==> config.mk <==
export PLATFORM = sky130hd
export DESIGN_NAME = json_string_unescape_utf8_unit
export DESIGN_NICKNAME = d
export VERILOG_FILES = /design/src/hdl/jsu_pkg.sv /design/src/hdl/json_string_unescape_utf8_unit.sv /design/src/hdl/jsu_front.sv /design/src/hdl/jsu_fifo.sv /design/src/hdl/jsu_back.sv
export SDC_FILE = /design/constraint.sdc
export NUM_CORES = 1
export LEC_CHECK = 0
export ABC_AREA = 1
export BUFFER_PORTS_ARGS = -buffer_cell sky130_fd_sc_hd__buf_2
export CORE_AREA = 5 5 113 104
export CTS_CLUSTER_SIZE = 40
export DETAILED_ROUTE_END_ITERATION = 12
export DIE_AREA = 0 0 118 109
export PLACE_DENSITY = 0.73
export SYNTH_ARGS = -nofsm -noshare
export SYNTH_HDL_FRONTEND = slang
export SYNTH_SLANG_ARGS = --single-unit
export TNS_END_PERCENT = 5
==> constraint.sdc <==
create_clock -name clk -period 2.95 [get_ports clk]
set_input_delay 0.1475 -clock clk [delete_from_list [all_inputs] [get_ports clk]]
set_output_delay 0.1475 -clock clk [all_outputs]
set_load 0.1 [all_outputs]
==> src/hdl/jsu_pkg.sv <==
// shared types and constants for the json string unescaper
`default_nettype none
package jsu_pkg;

	typedef struct packed {
		logic [7:0] in_byte;
		logic       string_last;
	} in_item_t;

	typedef struct packed {
		logic [7:0] out_byte;
		logic       bad_escape;
		logic       run_last;
		logic       string_end;
	} out_item_t;

	// what the front end hands to the back end for one input byte
	typedef enum logic [1:0] {
		CMD_BYTE,
		CMD_CODE,
		CMD_ERR
	} cmd_kind_t;

	typedef struct packed {
		cmd_kind_t   kind;
		logic [15:0] code;
		logic        last;
	} cmd_t;

	localparam logic [7:0] BACKSLASH   = 8'h5C;
	localparam logic [7:0] LETTER_U    = 8'h75;
	localparam logic [7:0] UTF8_LEAD2  = 8'hC0;
	localparam logic [7:0] UTF8_LEAD3  = 8'hE0;
	localparam logic [7:0] UTF8_CONT   = 8'h80;
	localparam logic [3:0] HEX_LETTER0 = 4'hA;

endpackage
`default_nettype wire

==> src/hdl/json_string_unescape_utf8_unit.sv <==
// top level of the json string unescaper with utf-8 output
//
// channel   direction  handshake             payload
// in        input      in_valid / in_ready   in_item   (in_item_t: byte, last flag)
// out       output     out_valid / out_ready out_item  (out_item_t: byte, error, ends)
//
// one input transaction per cycle while the command queue has room
// a \uXXXX escape gives 1 to 3 transactions from the back end, one per unstalled cycle
// sustained output is one byte per cycle while out_ready is high; the queue of
// FifoDepth commands absorbs the multi-byte bursts so the input side keeps streaming
// reset (arst_n low) clears escape state, the drop flag, queue pointers and out_valid
// in_ready depends only on queue fullness, never on out_ready directly
`default_nettype none
module json_string_unescape_utf8_unit
	import jsu_pkg::*;
#(
	parameter int FifoDepth = 4
) (
	input  wire logic     clk,
	input  wire logic     arst_n,
	input  wire logic     in_valid,
	output logic          in_ready,
	input  wire in_item_t in_item,
	output logic          out_valid,
	input  wire logic     out_ready,
	output out_item_t     out_item
);

	// front to queue
	logic accept;
	logic push;
	cmd_t push_cmd;

	// queue to back
	cmd_t head;
	logic empty;
	logic full;
	logic pop;

	// every accepted byte pushes at most one command, so a free slot is enough
	assign in_ready = !full;
	assign accept   = in_valid && in_ready;

	jsu_front u_front (
		.clk      (clk),
		.arst_n   (arst_n),
		.accept   (accept),
		.item     (in_item),
		.push     (push),
		.push_cmd (push_cmd)
	);

	jsu_fifo #(
		.Depth (FifoDepth)
	) u_fifo (
		.clk      (clk),
		.arst_n   (arst_n),
		.push     (push),
		.push_cmd (push_cmd),
		.pop      (pop),
		.head     (head),
		.empty    (empty),
		.full     (full)
	);

	// back end drains one output byte per cycle into its output register unless stalled
	jsu_back u_back (
		.clk       (clk),
		.arst_n    (arst_n),
		.head      (head),
		.empty     (empty),
		.pop       (pop),
		.out_valid (out_valid),
		.out_ready (out_ready),
		.out_item  (out_item)
	);

endmodule
`default_nettype wire

==> src/hdl/jsu_front.sv <==
// front end: escape state machine that classifies each input byte
`default_nettype none
module jsu_front
	import jsu_pkg::*;
(
	input  wire logic     clk,
	input  wire logic     arst_n,
	input  wire logic     accept,
	input  wire in_item_t item,
	output logic          push,
	output cmd_t          push_cmd
);

	typedef enum logic [2:0] {
		PH_TEXT,
		PH_BSL,
		PH_HEX1,
		PH_HEX2,
		PH_HEX3,
		PH_HEX4
	} phase_t;

	phase_t      phase_q, phase_d;
	logic [11:0] accum_q, accum_d;
	logic        drop_q, drop_d;
	logic [3:0]  digit;
	logic        digit_ok;
	logic        fail;
	logic [7:0]  b;
	logic        last;

	assign b    = item.in_byte;
	assign last = item.string_last;

	always_comb begin
		digit    = 4'd0;
		digit_ok = 1'b1;
		case (b) inside
			[8'h30:8'h39]: digit = b[3:0];
			[8'h61:8'h66]: digit = b[3:0] - 4'd1 + HEX_LETTER0;
			[8'h41:8'h46]: digit = b[3:0] - 4'd1 + HEX_LETTER0;
			default:       digit_ok = 1'b0;
		endcase
	end

	always_comb begin
		phase_d  = phase_q;
		accum_d  = accum_q;
		drop_d   = drop_q;
		push     = 1'b0;
		fail     = 1'b0;
		push_cmd = '{kind: CMD_BYTE, code: {8'd0, b}, last: last};
		if (accept) begin
			if (drop_q) begin
				if (last) begin
					drop_d  = 1'b0;
					phase_d = PH_TEXT;
					accum_d = '0;
				end
			end else begin
				case (phase_q)
					PH_BSL: begin
						if (b == LETTER_U) begin
							if (last) begin
								fail = 1'b1;
							end else begin
								phase_d = PH_HEX1;
								accum_d = '0;
							end
						end else begin
							phase_d = PH_TEXT;
							push    = 1'b1;
						end
					end
					PH_HEX1, PH_HEX2, PH_HEX3: begin
						if (!digit_ok || last) begin
							fail = 1'b1;
						end else begin
							accum_d = {accum_q[7:0], digit};
							phase_d = phase_t'(phase_q + 3'd1);
						end
					end
					PH_HEX4: begin
						if (!digit_ok) begin
							fail = 1'b1;
						end else begin
							push          = 1'b1;
							push_cmd.kind = CMD_CODE;
							push_cmd.code = {accum_q, digit};
							phase_d       = PH_TEXT;
							accum_d       = '0;
						end
					end
					default: begin
						phase_d = PH_TEXT;
						if (b == BACKSLASH) begin
							if (last) begin
								fail = 1'b1;
							end else begin
								phase_d = PH_BSL;
							end
						end else begin
							push = 1'b1;
						end
					end
				endcase
				// an error result always closes the string
				if (fail) begin
					push          = 1'b1;
					push_cmd.kind = CMD_ERR;
					push_cmd.code = '0;
					push_cmd.last = 1'b1;
					phase_d       = PH_TEXT;
					accum_d       = '0;
					drop_d        = !last;
				end
			end
		end
	end

	always_ff @(posedge clk or negedge arst_n) begin
		if (!arst_n) begin
			phase_q <= PH_TEXT;
			accum_q <= '0;
			drop_q  <= 1'b0;
		end else begin
			phase_q <= phase_d;
			accum_q <= accum_d;
			drop_q  <= drop_d;
		end
	end

endmodule
`default_nettype wire

==> src/hdl/jsu_fifo.sv <==
// command queue between the front and back ends
`default_nettype none
module jsu_fifo
	import jsu_pkg::*;
#(
	parameter int Depth = 4
) (
	input  wire logic clk,
	input  wire logic arst_n,
	input  wire logic push,
	input  wire cmd_t push_cmd,
	input  wire logic pop,
	output cmd_t      head,
	output logic      empty,
	output logic      full
);

	localparam int AW = (Depth > 1) ? $clog2(Depth) : 1;
	localparam int CW = $clog2(Depth + 1);

	cmd_t          mem_q [Depth];
	logic [AW-1:0] wr_q, rd_q;
	logic [CW-1:0] count_q;

	assign empty = (count_q == '0);
	assign full  = (count_q == CW'(Depth));
	assign head  = mem_q[rd_q];

	always_ff @(posedge clk) begin
		if (push) begin
			mem_q[wr_q] <= push_cmd;
		end
	end

	always_ff @(posedge clk or negedge arst_n) begin
		if (!arst_n) begin
			wr_q    <= '0;
			rd_q    <= '0;
			count_q <= '0;
		end else begin
			if (push) begin
				wr_q <= (wr_q == AW'(Depth - 1)) ? '0 : wr_q + 1'b1;
			end
			if (pop) begin
				rd_q <= (rd_q == AW'(Depth - 1)) ? '0 : rd_q + 1'b1;
			end
			if (push && !pop) begin
				count_q <= count_q + 1'b1;
			end else if (pop && !push) begin
				count_q <= count_q - 1'b1;
			end
		end
	end

endmodule
`default_nettype wire

==> src/hdl/jsu_back.sv <==
// back end: expands commands into output bytes through an output register
`default_nettype none
module jsu_back
	import jsu_pkg::*;
(
	input  wire logic clk,
	input  wire logic arst_n,
	input  wire cmd_t head,
	input  wire logic empty,
	output logic      pop,
	output logic      out_valid,
	input  wire logic out_ready,
	output out_item_t out_item
);

	logic [1:0]  idx_q;
	logic [1:0]  nbytes;
	logic        load;
	logic        is_final;
	logic [15:0] c;
	logic [7:0]  byte_d;
	logic        out_valid_q;
	out_item_t   out_q;

	assign c = head.code;

	always_comb begin
		nbytes = 2'd1;
		if (head.kind == CMD_CODE) begin
			if (c[15:7] == '0) begin
				nbytes = 2'd1;
			end else if (c[15:11] == '0) begin
				nbytes = 2'd2;
			end else begin
				nbytes = 2'd3;
			end
		end
	end

	always_comb begin
		byte_d = 8'd0;
		case (head.kind)
			CMD_BYTE: byte_d = c[7:0];
			CMD_CODE: begin
				if (nbytes == 2'd1) begin
					byte_d = c[7:0];
				end else if (nbytes == 2'd2) begin
					byte_d = (idx_q == 2'd0) ? (UTF8_LEAD2 | {3'd0, c[10:6]})
						: (UTF8_CONT | {2'd0, c[5:0]});
				end else begin
					case (idx_q)
						2'd0:    byte_d = UTF8_LEAD3 | {4'd0, c[15:12]};
						2'd1:    byte_d = UTF8_CONT | {2'd0, c[11:6]};
						default: byte_d = UTF8_CONT | {2'd0, c[5:0]};
					endcase
				end
			end
			default: byte_d = 8'd0;
		endcase
	end

	assign load     = !empty && (!out_valid_q || out_ready);
	assign is_final = (idx_q == nbytes - 2'd1);
	assign pop      = load && is_final;

	always_ff @(posedge clk) begin
		if (load) begin
			out_q.out_byte   <= byte_d;
			out_q.bad_escape <= (head.kind == CMD_ERR);
			out_q.run_last   <= is_final;
			out_q.string_end <= is_final && head.last;
		end
	end

	always_ff @(posedge clk or negedge arst_n) begin
		if (!arst_n) begin
			out_valid_q <= 1'b0;
			idx_q       <= '0;
		end else begin
			if (load) begin
				out_valid_q <= 1'b1;
				idx_q       <= is_final ? 2'd0 : idx_q + 2'd1;
			end else if (out_ready) begin
				out_valid_q <= 1'b0;
			end
		end
	end

	assign out_valid = out_valid_q;
	assign out_item  = out_q;

`ifndef SYNTHESIS
	a_mid_code_has_head: assert property (@(posedge clk) disable iff (!arst_n)
		idx_q != 2'd0 |-> !empty && head.kind == CMD_CODE)
		else $error("byte index advanced without a multi-byte command");
	a_error_shape: assert property (@(posedge clk) disable iff (!arst_n)
		out_valid_q && out_q.bad_escape |->
			out_q.out_byte == 8'd0 && out_q.run_last && out_q.string_end)
		else $error("error result not a single end-of-string zero byte");
	a_end_on_run_last: assert property (@(posedge clk) disable iff (!arst_n)
		out_valid_q && out_q.string_end |-> out_q.run_last)
		else $error("string end flagged inside a multi-byte run");
	a_pop_only_final: assert property (@(posedge clk) disable iff (!arst_n)
		pop |-> load && idx_q == nbytes - 2'd1)
		else $error("command popped before its last byte");
`endif

endmodule
`default_nettype wire
==> load_flow_metrics.sql, run 1 <==
INSERT INTO impl_metrics (metric_group, metric, value, unit) VALUES
('finish', 'area_delta_synth_final', '26.5', '%'),
('die', 'io_pins', '26', ''),
('placement', 'gp_congestion', '0.899', ''),
('yosys', 'ys.warnings.count', '0', ''),
('global_route', 'total_track_usage', '0.209', ''),
('worst_hold_path', 'hp-start', 'in_item[0]', ''),
('die', 'floorplan.die.width', '118', 'µm'),
('clock_network', 'sinks_on_the_clock_net', '113', ''),
('yosys', 'postSynthAreaPerCell', '9.38', 'µm²'),
('sta', 'finalHoldViolCount', '0', ''),
('clock_network', 'worst_setup_hold_path_clk_slew', '0.05', 'ns'),
('setup_path', 'worst_ep_required_time', '3.24', 'ns'),
('yosys', 'synth_xor_area_frac', '0.00936', ''),
('power_and_ir_drop', 'power.ir.vdd_worst', '0.959', 'mV'),
('clock_network', 'cts-root-buf', 'sky130_fd_sc_hd__clkbuf_16', ''),
('route', 'vias', '4527', ''),
('run_status', 'status', 'finished with violations', ''),
('clock_network', 'cts_tree', 'built', ''),
('route', 'drc', '0', ''),
('sta', 'final_min_period_over_clock_period', '1.02', ''),
('finish', 'antenna-diode-count', '0', ''),
('yosys', 'synth_top_area_cell', 'sky130_fd_sc_hd__edfxtp_1', ''),
('worst_hold_path', 'min_to', 'u_front.phase_q[0]', ''),
('run_status', 'violations_in_the_final_reports', 'setup timing', ''),
('yosys', 'synth-compound-area-share', '0.0707', ''),
('yosys', 'synth_top_family_by_area', 'simple AND/OR/NAND/NOR gates', ''),
('setup_path', 'worst_r2r_startpoint', 'u_fifo.rd_q[0]', ''),
('placement', 'place_area', '6060', 'µm²'),
('placement', 'dp_cells', '770', ''),
('worst_hold_path', 'worst_hold_path.num_cells', '4', ''),
('power_and_ir_drop', 'p_per_area', '1150', 'nW/µm²'),
('clock_network', 'clockBufferDepth', '2', ''),
('global_route', 'grt_first_pass_wirelength', '21.2', 'mm'),
('finish', 'fill_cells', '783', ''),
('sta', 'worst_pin_slew', '0.642', 'ns'),
('global_route', 'initial_antenna_violation_count', '0', ''),
('setup_path', 'critical_path_arrival', '3.30', 'ns'),
('die', 'die_area', '12900', 'µm²'),
('sta', 'final.hold.worst_slack', '0.122', 'ns'),
('global_route', 'grt_start_max_net_pins', '27', ''),
('yosys', 'synth_seq_cells', '113', ''),
('yosys', 'synth.top_cell.area_share', '0.466', ''),
('clock_network', 'tritoncts.num_buffers', '17', ''),
('sta', 'max_freq', '332', 'MHz'),
('route', 'drtPass1Iterations', '5', ''),
('setup_path', 'timing.critical_path.to_type', 'flop', ''),
('yosys', 'synth-edff-count', '87', ''),
('sta', 'setup-violations-final', '1', ''),
('finish', 'multiInputGateArea', '2170', 'µm²'),
('sta', 'max_slew_headroom_at_the_worst_pin', '0.572', ''),
('setup_path', 'worstSetupPathType', 'flop to flop', ''),
('yosys', 'synth_ff_type', 'sky130_fd_sc_hd__edfxtp_1', ''),
('route', 'antenna_left', '0', ''),
('die', 'die_h', '109', 'µm'),
('yosys', 'asyncSetResetFlopFracSynth', '0.230', ''),
('yosys', 'synth.mux.area_fraction', '0', ''),
('setup_path', 'critPathMaxFanout', '8', ''),
('sta', 'skew', '0.0261', 'ns'),
('die', 'core_region_area', '10500', 'µm²'),
('setup_path', 'ff2ff_setup_slack', '-0.06', 'ns'),
('route', 'routed_via_density', '5.47', ''),
('sta', 'setup_tns', '-0.0623', 'ns'),
('finish', 'final_cell_count_no_fill', '828', ''),
('yosys', 'synth-adder-area-share', '0.0482', ''),
('finish', 'layout_cell_share_with_drive_strength_beyond_1', '0.246', ''),
('die', 'row_count', '36', ''),
('sta', 'worst_setup_margin', '-0.0623', 'ns'),
('die', 'initial_core_utilization', '0.532', ''),
('setup_path', 'crit-reg2reg-capture', 'u_fifo.count_q[2]', ''),
('route', 'detail_route.wirelength', '13.6', 'mm'),
('yosys', 'ys_seq_area_frac', '0.581', '');
[final cells by class]
cell class	instances	share of cell area
tap	133	0.0234
clock inverter	11	0.0164
clock buffer	21	0.0620
multi-input combinational	395	0.306
inverter	75	0.0405
sequential	113	0.460
timing repair buffer	80	0.0922
[cells by family after synthesis]
| family | after synthesis |
|---|---|
| simple gates | 302 |
| buf+inv | 90 |
| fa+ha+maj | 21 |
| compound gates | 66 |
| xor+xnor | 6 |
| flops | 113 |
[through the flow]
step,utilization,worst slack [ns]
6_report,0.674,-0.0623
5_1_grt,0.674,-0.152
4_1_cts,0.650,-0.00340
3_5_place_dp,0.575,-0.0869
3_3_place_gp,0.575,0.0154
2_1_floorplan,-,-0.137
[where the power goes]
group	switching (mW)	internal (mW)
clock network	0.686	1.23
registers	0.152	2.16
logic	2.49	1.43
total	3.33	4.82
[worst max path at each step]
stage	startpoint	endpoint	slack (ns)	cells past startpoint
floorplan	u_fifo.count_q[0]	u_fifo.mem_q[0][0]	-0.14	8
global placement	u_fifo.rd_q[0]	u_fifo.count_q[2]	0.02	19
detailed placement	u_fifo.rd_q[0]	u_fifo.count_q[2]	-0.09	19
CTS	u_fifo.rd_q[0]	u_fifo.count_q[2]	-0.003	19
global route	u_fifo.rd_q[0]	u_fifo.count_q[2]	-0.15	19
finish	u_fifo.rd_q[0]	u_fifo.count_q[2]	-0.06	19
[state kept, by name (all words and copies together) (netlist names)]
signal            cells
u_fifo.count_q        3
u_fifo.mem_q         76
u_back.idx_q          2
u_back.out_item      11
u_front.phase_q       3
u_fifo.rd_q           2
u_back.out_valid      1
u_front.accum_q      12
u_fifo.wr_q           2
u_front.drop_q        1
[worst max-delay path, stage by stage (launching register included)]
cell and delay, ns:
sky130_fd_sc_hd__dfrtp_1 0.42, sky130_fd_sc_hd__buf_6 0.17, sky130_fd_sc_hd__buf_16 0.14, sky130_fd_sc_hd__nand2_1 0.07, sky130_fd_sc_hd__nand3_1 0.11, sky130_fd_sc_hd__nand2_1 0.13
sky130_fd_sc_hd__nand2_2 0.08, sky130_fd_sc_hd__nor2_4 0.12, sky130_fd_sc_hd__buf_4 0.12, sky130_fd_sc_hd__nand3_2 0.07, sky130_fd_sc_hd__inv_2 0.08, sky130_fd_sc_hd__ha_4 0.21
sky130_fd_sc_hd__xnor2_4 0.13, sky130_fd_sc_hd__nand3_2 0.10, sky130_fd_sc_hd__ha_4 0.14, sky130_fd_sc_hd__inv_2 0.04, sky130_fd_sc_hd__fa_2 0.36, sky130_fd_sc_hd__a21oi_2 0.17
sky130_fd_sc_hd__o21ai_1 0.10, sky130_fd_sc_hd__xor2_1 0.14
[what timing repair did]
| action | in CTS | in global routing |
|---|---|---|
| hold buffers | 2 | 0 |
| endpoints found under the setup margin | 2 | 3 |
| endpoints found under the hold margin | 27 | 0 |
| setup buffers | 13 | 9 |
| resized for setup | 18 | 42 |
| pin swaps | 15 | 20 |
| gates cloned | 2 | 2 |
[placed cells by master (no fill, tap or decap), types with 6 or more instances in the layout]
cell                        synthesis  final
sky130_fd_sc_hd__nand3_1           38     29
sky130_fd_sc_hd__clkinv_2           1      6
sky130_fd_sc_hd__dfrtp_1           26     26
sky130_fd_sc_hd__nand4_1            6      6
sky130_fd_sc_hd__o21ai_0           27     24
sky130_fd_sc_hd__inv_1             70     68
sky130_fd_sc_hd__nor3_1             7      7
sky130_fd_sc_hd__nor2_1            48     46
sky130_fd_sc_hd__o21ai_1            5      6
sky130_fd_sc_hd__nand2_1          189    165
sky130_fd_sc_hd__o211ai_1           7      7
sky130_fd_sc_hd__buf_4              2     44
sky130_fd_sc_hd__edfxtp_1          87     87
sky130_fd_sc_hd__ha_1              20     18
sky130_fd_sc_hd__nand3_2            1     10
sky130_fd_sc_hd__clkbuf_16          0     19
sky130_fd_sc_hd__a21oi_1           11     10
sky130_fd_sc_hd__buf_2             10     25
sky130_fd_sc_hd__nand2_2            3     24
[cell usage after synthesis, drive strengths merged (7+ instances only)]
library cell / instances
a21oi: 12
buf: 14
dfrtp: 26
edfxtp: 87
ha: 20
inv: 74
nand2: 192
nand3: 39
nor2: 52
nor3: 8
o211ai: 7
o21ai: 34
[layer usage]
layer	track usage	vias to the layer above	wire [µm]
li1	-	2145	-
met1	0.252	2199	5820
met2	0.363	153	6750
met3	0.0477	30	743
met4	0.0901	0	321
met5	0	-	0
Power figures use the tool's default switching activity.
==> run 2, diff against run 1 <==
--- a/config.mk
+++ b/config.mk
@@ -12,6 +12,7 @@
 export DETAILED_ROUTE_END_ITERATION = 12
 export DIE_AREA = 0 0 118 109
 export PLACE_DENSITY = 0.73
+export REMOVE_ABC_BUFFERS = 1
 export SYNTH_ARGS = -nofsm -noshare
 export SYNTH_HDL_FRONTEND = slang
 export SYNTH_SLANG_ARGS = --single-unit
==> run 2 against run 1 <==
Effect of this change: the flow now finishes without violations; via count is 3.6% lower; critical endpoint unchanged; power is 2.1% lower; clock power is 4% higher; combinational power is 6.6% lower; sequential share of layout area is 0.58 points higher; core utilization is 0.82 points lower.
==> load_flow_metrics.sql, run 2 (synthesis results as in run 1) <==
INSERT INTO impl_metrics (metric_group, metric, value, unit) VALUES
('finish', 'fill_cells', '780', ''),
('placement', 'dp_cells', '767', ''),
('worst_hold_path', 'worst_hold_path.num_cells', '4', ''),
('die', 'row_count', '36', ''),
('finish', 'multiInputGateArea', '2130', 'µm²'),
('placement', 'pre_cts_ws', '-0.124', 'ns'),
('finish', 'largest-register', 'u_fifo.mem_q', ''),
('die', 'floorplan.die.width', '118', 'µm'),
('sta', 'worst_setup_margin', '0.00315', 'ns'),
('die', 'io_pins', '26', ''),
('finish', 'area_delta_synth_final', '25.0', '%'),
('global_route', 'globalRouteOverflowTotal', '0', ''),
('clock_network', 'cts-root-buf', 'sky130_fd_sc_hd__clkbuf_16', ''),
('sta', 'skew', '0.00928', 'ns'),
('sta', 'setup-violations-final', '0', ''),
('sta', 'finalMaxSlewViolations', '0', ''),
('clock_network', 'clockBufferDepth', '2', ''),
('placement', 'io_port_bufs', '25', ''),
('power_and_ir_drop', 'power.ir.vdd_worst', '1.03', 'mV'),
('setup_path', 'crit-reg2reg-capture', 'u_fifo.count_q[2]', ''),
('setup_path', 'timing.critical_path.to_type', 'flop', ''),
('power_and_ir_drop', 'total_power', '7.99', 'mW'),
('clock_network', 'htree_num_levels', '4', ''),
('sta', 'max_freq', '339', 'MHz'),
('power_and_ir_drop', 'power.leakage', '3.10', 'nW'),
('route', 'drc', '0', ''),
('sta', 'worst_pin_slew', '0.653', 'ns'),
('die', 'die_h', '109', 'µm'),
('sta', 'rsz0062_at_grt', 'yes', ''),
('setup_path', 'r2r.worst_path.cells', '19', ''),
('route', 'detail_route.wirelength', '13.2', 'mm'),
('sta', 'final_min_period_over_clock_period', '0.999', ''),
('sta', 'max_slew_headroom_at_the_worst_pin', '0.565', ''),
('worst_hold_path', 'min_to', 'u_front.drop_q', ''),
('placement', 'place_area', '6050', 'µm²'),
('finish', 'layout.core_utilization', '0.665', ''),
('clock_network', 'cts_tree', 'built', ''),
('run_status', 'status', 'finished clean', ''),
('worst_hold_path', 'hp-start', 'in_item[0]', ''),
('placement', 'gp_congestion', '0.934', ''),
('route', 'vias', '4363', ''),
('route', 'drtPass1Iterations', '5', ''),
('setup_path', 'critPathMostFrequentCell', 'sky130_fd_sc_hd__nand2_2', ''),
('finish', 'leading_cell_types_in_the_layout_fill_and_taps_excluded', '171 x sky130_fd_sc_hd__nand2_1, 87 x sky130_fd_sc_hd__edfxtp_1, 68 x sky130_fd_sc_hd__inv_1, 47 x sky130_fd_sc_hd__nor2_1, 35 x sky130_fd_sc_hd__buf_4', ''),
('global_route', 'grt_start_max_net_pins', '30', ''),
('finish', 'final_common_cell', 'sky130_fd_sc_hd__nand2_1', ''),
('worst_hold_path', 'type_of_the_tightest_min_delay_check', 'input port to flop', ''),
('global_route', 'total_track_usage', '0.207', ''),
('setup_path', 'ff2ff_setup_slack', '0.003', 'ns'),
('setup_path', 'worstSetupStartpointType', 'flop', ''),
('route', 'antenna_left', '0', ''),
('setup_path', 'critical_path.cell_chain', 'inv_8 > clkbuf_16 > nand2_1 > nand3_2 > nand2_2 > nand2_4 > nor2_4 > nand2_2 > nand2_2 > inv_2 > ha_4 > xnor2_4 > nand3_2 > ha_2 > inv_2 > fa_2 > a21oi_2 > o21ai_2 > xor2_1', ''),
('die', 'initial_core_utilization', '0.532', ''),
('clock_network', 'sinks_on_the_clock_net', '113', ''),
('finish', 'final_cell_count_no_fill', '818', ''),
('route', 'drt_first_iter_violations', '401', ''),
('finish', 'layout_cell_share_with_drive_strength_beyond_1', '0.222', ''),
('global_route', 'grt_first_pass_wirelength', '20.8', 'mm'),
('sta', 'finalHoldViolCount', '0', ''),
('sta', 'min_tclk_post_route', '2.95', 'ns'),
('setup_path', 'worst_ep_required_time', '3.24', 'ns'),
('finish', 'antenna-diode-count', '0', ''),
('setup_path', 'critical_path_arrival', '3.23', 'ns'),
('die', 'core_region_area', '10500', 'µm²'),
('sta', 'final.hold.worst_slack', '0.145', 'ns'),
('setup_path', 'slowest_stage', 'sky130_fd_sc_hd__dfrtp_2', ''),
('setup_path', 'worstSetupPathType', 'flop to flop', ''),
('route', 'routed_via_density', '5.33', ''),
('finish', 'final_cell_area', '7010', 'µm²'),
('finish', 'flip_flop_count_of_the_largest_register_after_layout', '76', ''),
('placement', 'dp_hpwl', '8.20', 'mm'),
('flow_run', 'max-cap-violations', '0', ''),
('finish', 'sequential_area', '3260', 'µm²'),
('clock_network', 'tritoncts.num_buffers', '17', ''),
('clock_network', 'worstSkewPairLatency', '0.41', 'ns'),
('global_route', 'initial_antenna_violation_count', '0', ''),
('setup_path', 'worst_r2r_startpoint', 'u_fifo.rd_q[0]', ''),
('global_route', 'first_global_vias', '4329', ''),
('clock_network', 'worst_setup_hold_path_clk_slew', '0.06', 'ns'),
('route', 'avgRoutedWirePerCell', '16.1', 'µm'),
('die', 'die_area', '12900', 'µm²'),
('sta', 'setup_tns', '0', 'ns'),
('power_and_ir_drop', 'p_per_area', '1140', 'nW/µm²'),
('finish', 'fin_nets', '706', ''),
('setup_path', 'crit_path_max_incr_delay', '0.45', 'ns'),
('setup_path', 'critPathMaxFanout', '5', '');
==> run 2: cell count changes in the layout (fill, tap and decap cells not counted), moves of 2 or more <==
cell                         before  now
sky130_fd_sc_hd__buf_4           44   35
sky130_fd_sc_hd__nand2_1        165  171
sky130_fd_sc_hd__nand2_2         24   19
sky130_fd_sc_hd__clkinv_1         0    3
sky130_fd_sc_hd__buf_6            3    1
sky130_fd_sc_hd__clkbuf_1         4    2
sky130_fd_sc_hd__clkinvlp_4       3    1
sky130_fd_sc_hd__o21ai_0         24   26
==> run 2: area by class of cell <==
type,instances,share of cell area
Inverter,75,0.0417
Timing Repair Buffer,70,0.0833
Multi-Input combinational cell,395,0.304
Clock inverter,13,0.0203
Sequential cell,113,0.465
Clock buffer,19,0.0617
Tap cell,133,0.0237
==> run 2: what timing repair did <==
action / CTS / global route
hold buffers: 2 / 0
pin swaps: 5 / 12
cloned: 2 / 2
gates resized for setup: 14 / 34
buffers inserted: 5 / 8
hold endpoints to repair: 27 / 0
setup endpoints to repair: 2 / 2
==> run 2: worst max-delay path: cells and delay by family (launching register included) <==
kind            cells  cell delay (ns)
simple gates        8             0.73
xor+xnor            2             0.30
compound gates      2             0.21
flops               1             0.45
fa+ha+maj           3             0.80
buf+inv             4             0.33
==> run 2: how the worst max path moves through the flow <==
| stage | startpoint | depth (start not counted) | slack, ns | end |
|---|---|---|---|---|
| 3_5_place_dp | u_fifo.rd_q[0] | 19 | -0.12 | u_fifo.count_q[2] |
| 3_3_place_gp | u_fifo.rd_q[0] | 19 | -0.04 | u_fifo.count_q[2] |
| 6_report | u_fifo.rd_q[0] | 19 | 0.003 | u_fifo.count_q[2] |
| 4_1_cts | u_fifo.rd_q[0] | 19 | 0.001 | u_fifo.count_q[2] |
| 2_1_floorplan | u_fifo.rd_q[0] | 17 | -0.83 | u_fifo.count_q[1] |
| 5_1_grt | u_fifo.rd_q[0] | 19 | -0.11 | u_fifo.count_q[2] |
==> run 2: layer usage <==
metal	GRT usage	wire length, µm	up-vias
li1	-	-	2132
met1	0.258	5530	2050
met2	0.351	6640	153
met3	0.0539	724	28
met4	0.0786	276	0
met5	0	0	-
==> run 2: report_power, final <==
group / switching, mW / total (mW) / internal, mW
combinational: 2.38 / 3.67 / 1.29
sequential: 0.149 / 2.31 / 2.16
clock: 0.695 / 2.00 / 1.31
==> run 3, diff against run 2 <==
--- a/config.mk
+++ b/config.mk
@@ -5,12 +5,11 @@
 export SDC_FILE = /design/constraint.sdc
 export NUM_CORES = 1
 export LEC_CHECK = 0
-export ABC_AREA = 1
 export BUFFER_PORTS_ARGS = -buffer_cell sky130_fd_sc_hd__buf_2
-export CORE_AREA = 5 5 113 104
+export CORE_AREA = 5 5 110 102
 export CTS_CLUSTER_SIZE = 40
 export DETAILED_ROUTE_END_ITERATION = 12
-export DIE_AREA = 0 0 118 109
+export DIE_AREA = 0 0 115 107
 export PLACE_DENSITY = 0.73
 export REMOVE_ABC_BUFFERS = 1
 export SYNTH_ARGS = -nofsm -noshare
==> run 3 against run 2 <==
Effect of this change: the run now ends with setup timing left; sequential power is essentially flat; non-clock buffer count grew 17; flip-flop and latch count is the same; routed wire length shrank 12%; clock skew shrank 0.0014 ns; clock power grew 9%; largest cell class unchanged; count of clock-buffer cells in the layout grew 3; worst setup slack lost 0.96 ns; synthesized area shrank 4.8%; critical path depth shrank 7; final area shrank 3.2%; cell count shrank 26%; largest power group unchanged.
==> load_flow_metrics.sql, run 3 <==
INSERT INTO impl_metrics (metric_group, metric, value, unit) VALUES
('run_status', 'status', 'finished with violations', ''),
('run_status', 'violations_in_the_final_reports', 'setup timing', ''),
('yosys', 'ys.warnings.count', '0', ''),
('placement', 'gp_congestion', '0.892', ''),
('sta', 'skew', '0.00792', 'ns'),
('setup_path', 'worst_ep_required_time', '3.33', 'ns'),
('die', 'initial_core_utilization', '0.535', ''),
('sta', 'setup-violations-final', '12', ''),
('global_route', 'total_track_usage', '0.203', ''),
('finish', 'flip_flop_count_of_the_largest_register_after_layout', '76', ''),
('setup_path', 'worst_setup_path_endpoint', 'u_fifo.count_q[1]', ''),
('finish', 'layout.core_utilization', '0.680', ''),
('power_and_ir_drop', 'p_per_area', '1110', 'nW/µm²'),
('clock_network', 'worst_setup_hold_path_clk_slew', '0.05', 'ns'),
('setup_path', 'ff2ff_setup_slack', '-0.96', 'ns'),
('global_route', 'initial_antenna_violation_count', '0', ''),
('worst_hold_path', 'type_of_the_tightest_min_delay_check', 'input port to flop', ''),
('yosys', 'synth.mux.area_fraction', '0.0998', ''),
('global_route', 'globalRouteOverflowTotal', '0', ''),
('yosys', 'postSynthAreaPerCell', '14.3', 'µm²'),
('sta', 'max_slew_headroom_at_the_worst_pin', '0.556', ''),
('setup_path', 'r2r.worst_path.cells', '12', ''),
('sta', 'setup_tns', '-5.16', 'ns'),
('yosys', 'synth.lib_cells_used.distinct', '62', ''),
('yosys', 'synth_top_area_cell', 'sky130_fd_sc_hd__edfxtp_1', ''),
('global_route', 'grt_start_max_net_pins', '27', ''),
('setup_path', 'worst_r2r_startpoint', 'u_fifo.rd_q[0]', ''),
('global_route', 'first_global_vias', '3477', ''),
('yosys', 'synth.top_cell.area_share', '0.489', ''),
('clock_network', 'clockBufferDepth', '2', ''),
('sta', 'worst_setup_margin', '-0.959', 'ns'),
('setup_path', 'worstSetupStartpointType', 'flop', ''),
('die', 'io_pins', '26', ''),
('setup_path', 'critPathMaxFanout', '4', ''),
('sta', 'finalMaxSlewViolations', '0', ''),
('finish', 'area_delta_synth_final', '27.1', '%'),
('yosys', 'synth-edff-count', '87', ''),
('yosys', 'top_post_synthesis_cells_by_area', 'sky130_fd_sc_hd__edfxtp_1 49%, sky130_fd_sc_hd__dfrtp_1 12%, sky130_fd_sc_hd__mux4_2 8.0%', ''),
('yosys', 'synth-adder-area-share', '0.0506', ''),
('clock_network', 'cts-root-buf', 'sky130_fd_sc_hd__clkbuf_8', ''),
('route', 'drt_first_iter_violations', '274', ''),
('die', 'die_area', '12300', 'µm²'),
('setup_path', 'critical_path_arrival', '4.29', 'ns'),
('route', 'top_signal_layer_used', 'met4', ''),
('yosys', 'ys_seq_area_frac', '0.611', ''),
('clock_network', 'tritoncts.num_buffers', '17', ''),
('yosys', 'post_synth_instance_area', '5340', 'µm²'),
('global_route', 'grt_first_pass_wirelength', '18.7', 'mm'),
('yosys', 'asyncSetResetFlopFracSynth', '0.230', ''),
('yosys', 'synth_seq_cells', '113', ''),
('yosys', 'synth_xor_area_frac', '0.0115', ''),
('finish', 'final_common_cell', 'sky130_fd_sc_hd__edfxtp_1', ''),
('clock_network', 'cts_tree', 'built', ''),
('clock_network', 'worstSkewPairLatency', '0.51', 'ns'),
('power_and_ir_drop', 'power.ir.vdd_worst', '1.00', 'mV'),
('placement', 'io_port_bufs', '25', ''),
('die', 'die_h', '107', 'µm'),
('finish', 'antenna-diode-count', '0', ''),
('route', 'routed_via_density', '5.77', ''),
('route', 'routed-wl-met3', '453', 'µm'),
('yosys', 'synth_most_common_cell', 'sky130_fd_sc_hd__edfxtp_1', ''),
('finish', 'leading_cell_types_in_the_layout_fill_and_taps_excluded', '87 x sky130_fd_sc_hd__edfxtp_1, 53 x sky130_fd_sc_hd__buf_4, 25 x sky130_fd_sc_hd__buf_2, 25 x sky130_fd_sc_hd__dfrtp_1, 22 x sky130_fd_sc_hd__nor2_1', ''),
('finish', 'largest-register', 'u_fifo.mem_q', ''),
('setup_path', 'crit-reg2reg-capture', 'u_fifo.count_q[1]', ''),
('route', 'vias', '3511', ''),
('yosys', 'netlist_top_cells_count', '87 x sky130_fd_sc_hd__edfxtp_1, 26 x sky130_fd_sc_hd__dfrtp_1, 22 x sky130_fd_sc_hd__nor2_1', ''),
('finish', 'fin_nets', '500', ''),
('route', 'detail_route.wirelength', '11.5', 'mm'),
('route', 'avgRoutedWirePerCell', '19.0', 'µm'),
('yosys', 'synth_top_family_by_area', 'simple AND/OR/NAND/NOR gates', ''),
('clock_network', 'htree_num_levels', '4', ''),
('die', 'floorplan.die.width', '115', 'µm'),
('setup_path', 'worstSetupPathType', 'flop to flop', ''),
('route', 'routedLengthMet1', '5.16', 'mm'),
('sta', 'min_tclk_post_route', '3.91', 'ns'),
('yosys', 'post_synth_inst_count', '373', ''),
('route', 'antenna_left', '0', ''),
('route', 'drc', '0', ''),
('placement', 'dp_hpwl', '7.42', 'mm'),
('setup_path', 'critPathLaunch', 'u_fifo.rd_q[0]', ''),
('sta', 'worst_pin_slew', '0.666', 'ns'),
('sta', 'finalHoldViolCount', '0', ''),
('die', 'core_region_area', '9980', 'µm²'),
('yosys', 'yosys.area_share.simple', '0.103', ''),
('yosys', 'synth_ff_type', 'sky130_fd_sc_hd__edfxtp_1', ''),
('setup_path', 'timing.critical_path.to_type', 'flop', ''),
('sta', 'rsz0062_at_grt', 'yes', ''),
('power_and_ir_drop', 'power.leakage', '2.69', 'nW'),
('die', 'row_count', '35', ''),
('flow_run', 'max-cap-violations', '0', ''),
('power_and_ir_drop', 'total_power', '7.55', 'mW'),
('route', 'routed-wl-met2', '5.76', 'mm'),
('sta', 'final_min_period_over_clock_period', '1.33', ''),
('yosys', 'synth-compound-area-share', '0.101', ''),
('route', 'drtPass1Iterations', '4', ''),
('sta', 'max_freq', '256', 'MHz'),
('finish', 'layout_cell_share_with_drive_strength_beyond_1', '0.317', ''),
('clock_network', 'sinks_on_the_clock_net', '113', '');
-- run 3: cell count changes after synthesis, sizes merged, moves of 8 or more --
cell / change
nor2: -30
buf: -11
clkbuf: +9
nand2b: +9
o21ai: -24
nand2: -178
inv: -56
mux4: +19
and2: +11
nor2b: +8
nand3: -35
a22o: +16
-- run 3: worst max-delay path: stages (launching register included) --
cell                      delay, ns
sky130_fd_sc_hd__dfrtp_1       0.36
sky130_fd_sc_hd__buf_6         0.13
sky130_fd_sc_hd__mux4_2        0.51
sky130_fd_sc_hd__or4_4         0.58
sky130_fd_sc_hd__buf_6         0.14
sky130_fd_sc_hd__nor4b_4       0.26
sky130_fd_sc_hd__ha_1          0.29
sky130_fd_sc_hd__xor2_1        0.16
sky130_fd_sc_hd__or3b_4        0.43
sky130_fd_sc_hd__ha_4          0.18
sky130_fd_sc_hd__inv_2         0.04
sky130_fd_sc_hd__fa_1          0.41
sky130_fd_sc_hd__mux2_4        0.28
-- run 3: logic make-up (layout without fill, tap and decap cells) --
kind of cell               Yosys count  count (layout)
AOI/OAI and AO/OA                   76              76
xor gates and xnor gates             7               7
and+or+nand+nor                     97              97
DFF                                113             113
buffers and inverters               31             137
adders and majority gates           21              21
muxes                               28              28
-- run 3: how the worst min path moves through the flow --
stage | start | end | slack, ns | cells past startpoint
after floorplan | arst_n | u_back.idx_q[0] | -0.15 | 0
after global placement | arst_n | u_fifo.count_q[2] | 0.20 | 1
after detailed placement | arst_n | u_fifo.count_q[0] | 0.21 | 1
after CTS | in_valid | u_front.phase_q[1] | 0.04 | 4
after global routing | in_valid | u_front.phase_q[1] | 0.05 | 4
final | in_valid | u_front.phase_q[1] | 0.08 | 4
-- run 3: area by class of cell --
cell class	instances	area (µm²)
clock buffer	22	453
clock inverter	10	181
fill	658	3200
inverter	18	67.6
multi-input combinational	229	2010
sequential	113	3260
tap	129	161
timing repair buffer	87	646
-- run 3: repair_timing --
item	in CTS	in global routing
resized for setup	9	5
hold buffers	4	0
endpoints found under the hold margin	28	0
setup buffers	2	1
endpoints found under the setup margin	15	27
pin swaps	6	6
-- run 3: stage by stage --
step | setup WS (ns) | cells | area [µm²] | hold WS (ns)
after floorplan | -2.13 | 360 | 5280 | -0.148
final | -0.959 | 608 | 6790 | 0.0772
after global routing | -1.06 | 608 | 6790 | 0.0483
after global placement | -0.906 | 569 | 6030 | 0.196
after CTS | -0.954 | 607 | 6750 | 0.0367
after detailed placement | -0.973 | 569 | 6030 | 0.210
-- run 3: power by group --
group	switching (mW)	total [mW]	internal [mW]
registers	0.166	2.31	2.15
logic	1.82	3.06	1.24
clock network	0.684	2.18	1.50
-- run 3: routing by layer --
metal / vias up / track usage
li1: 1635 / -
met1: 1749 / 0.273
met2: 114 / 0.322
met3: 13 / 0.0406
met4: 0 / 0.0847
met5: - / 0
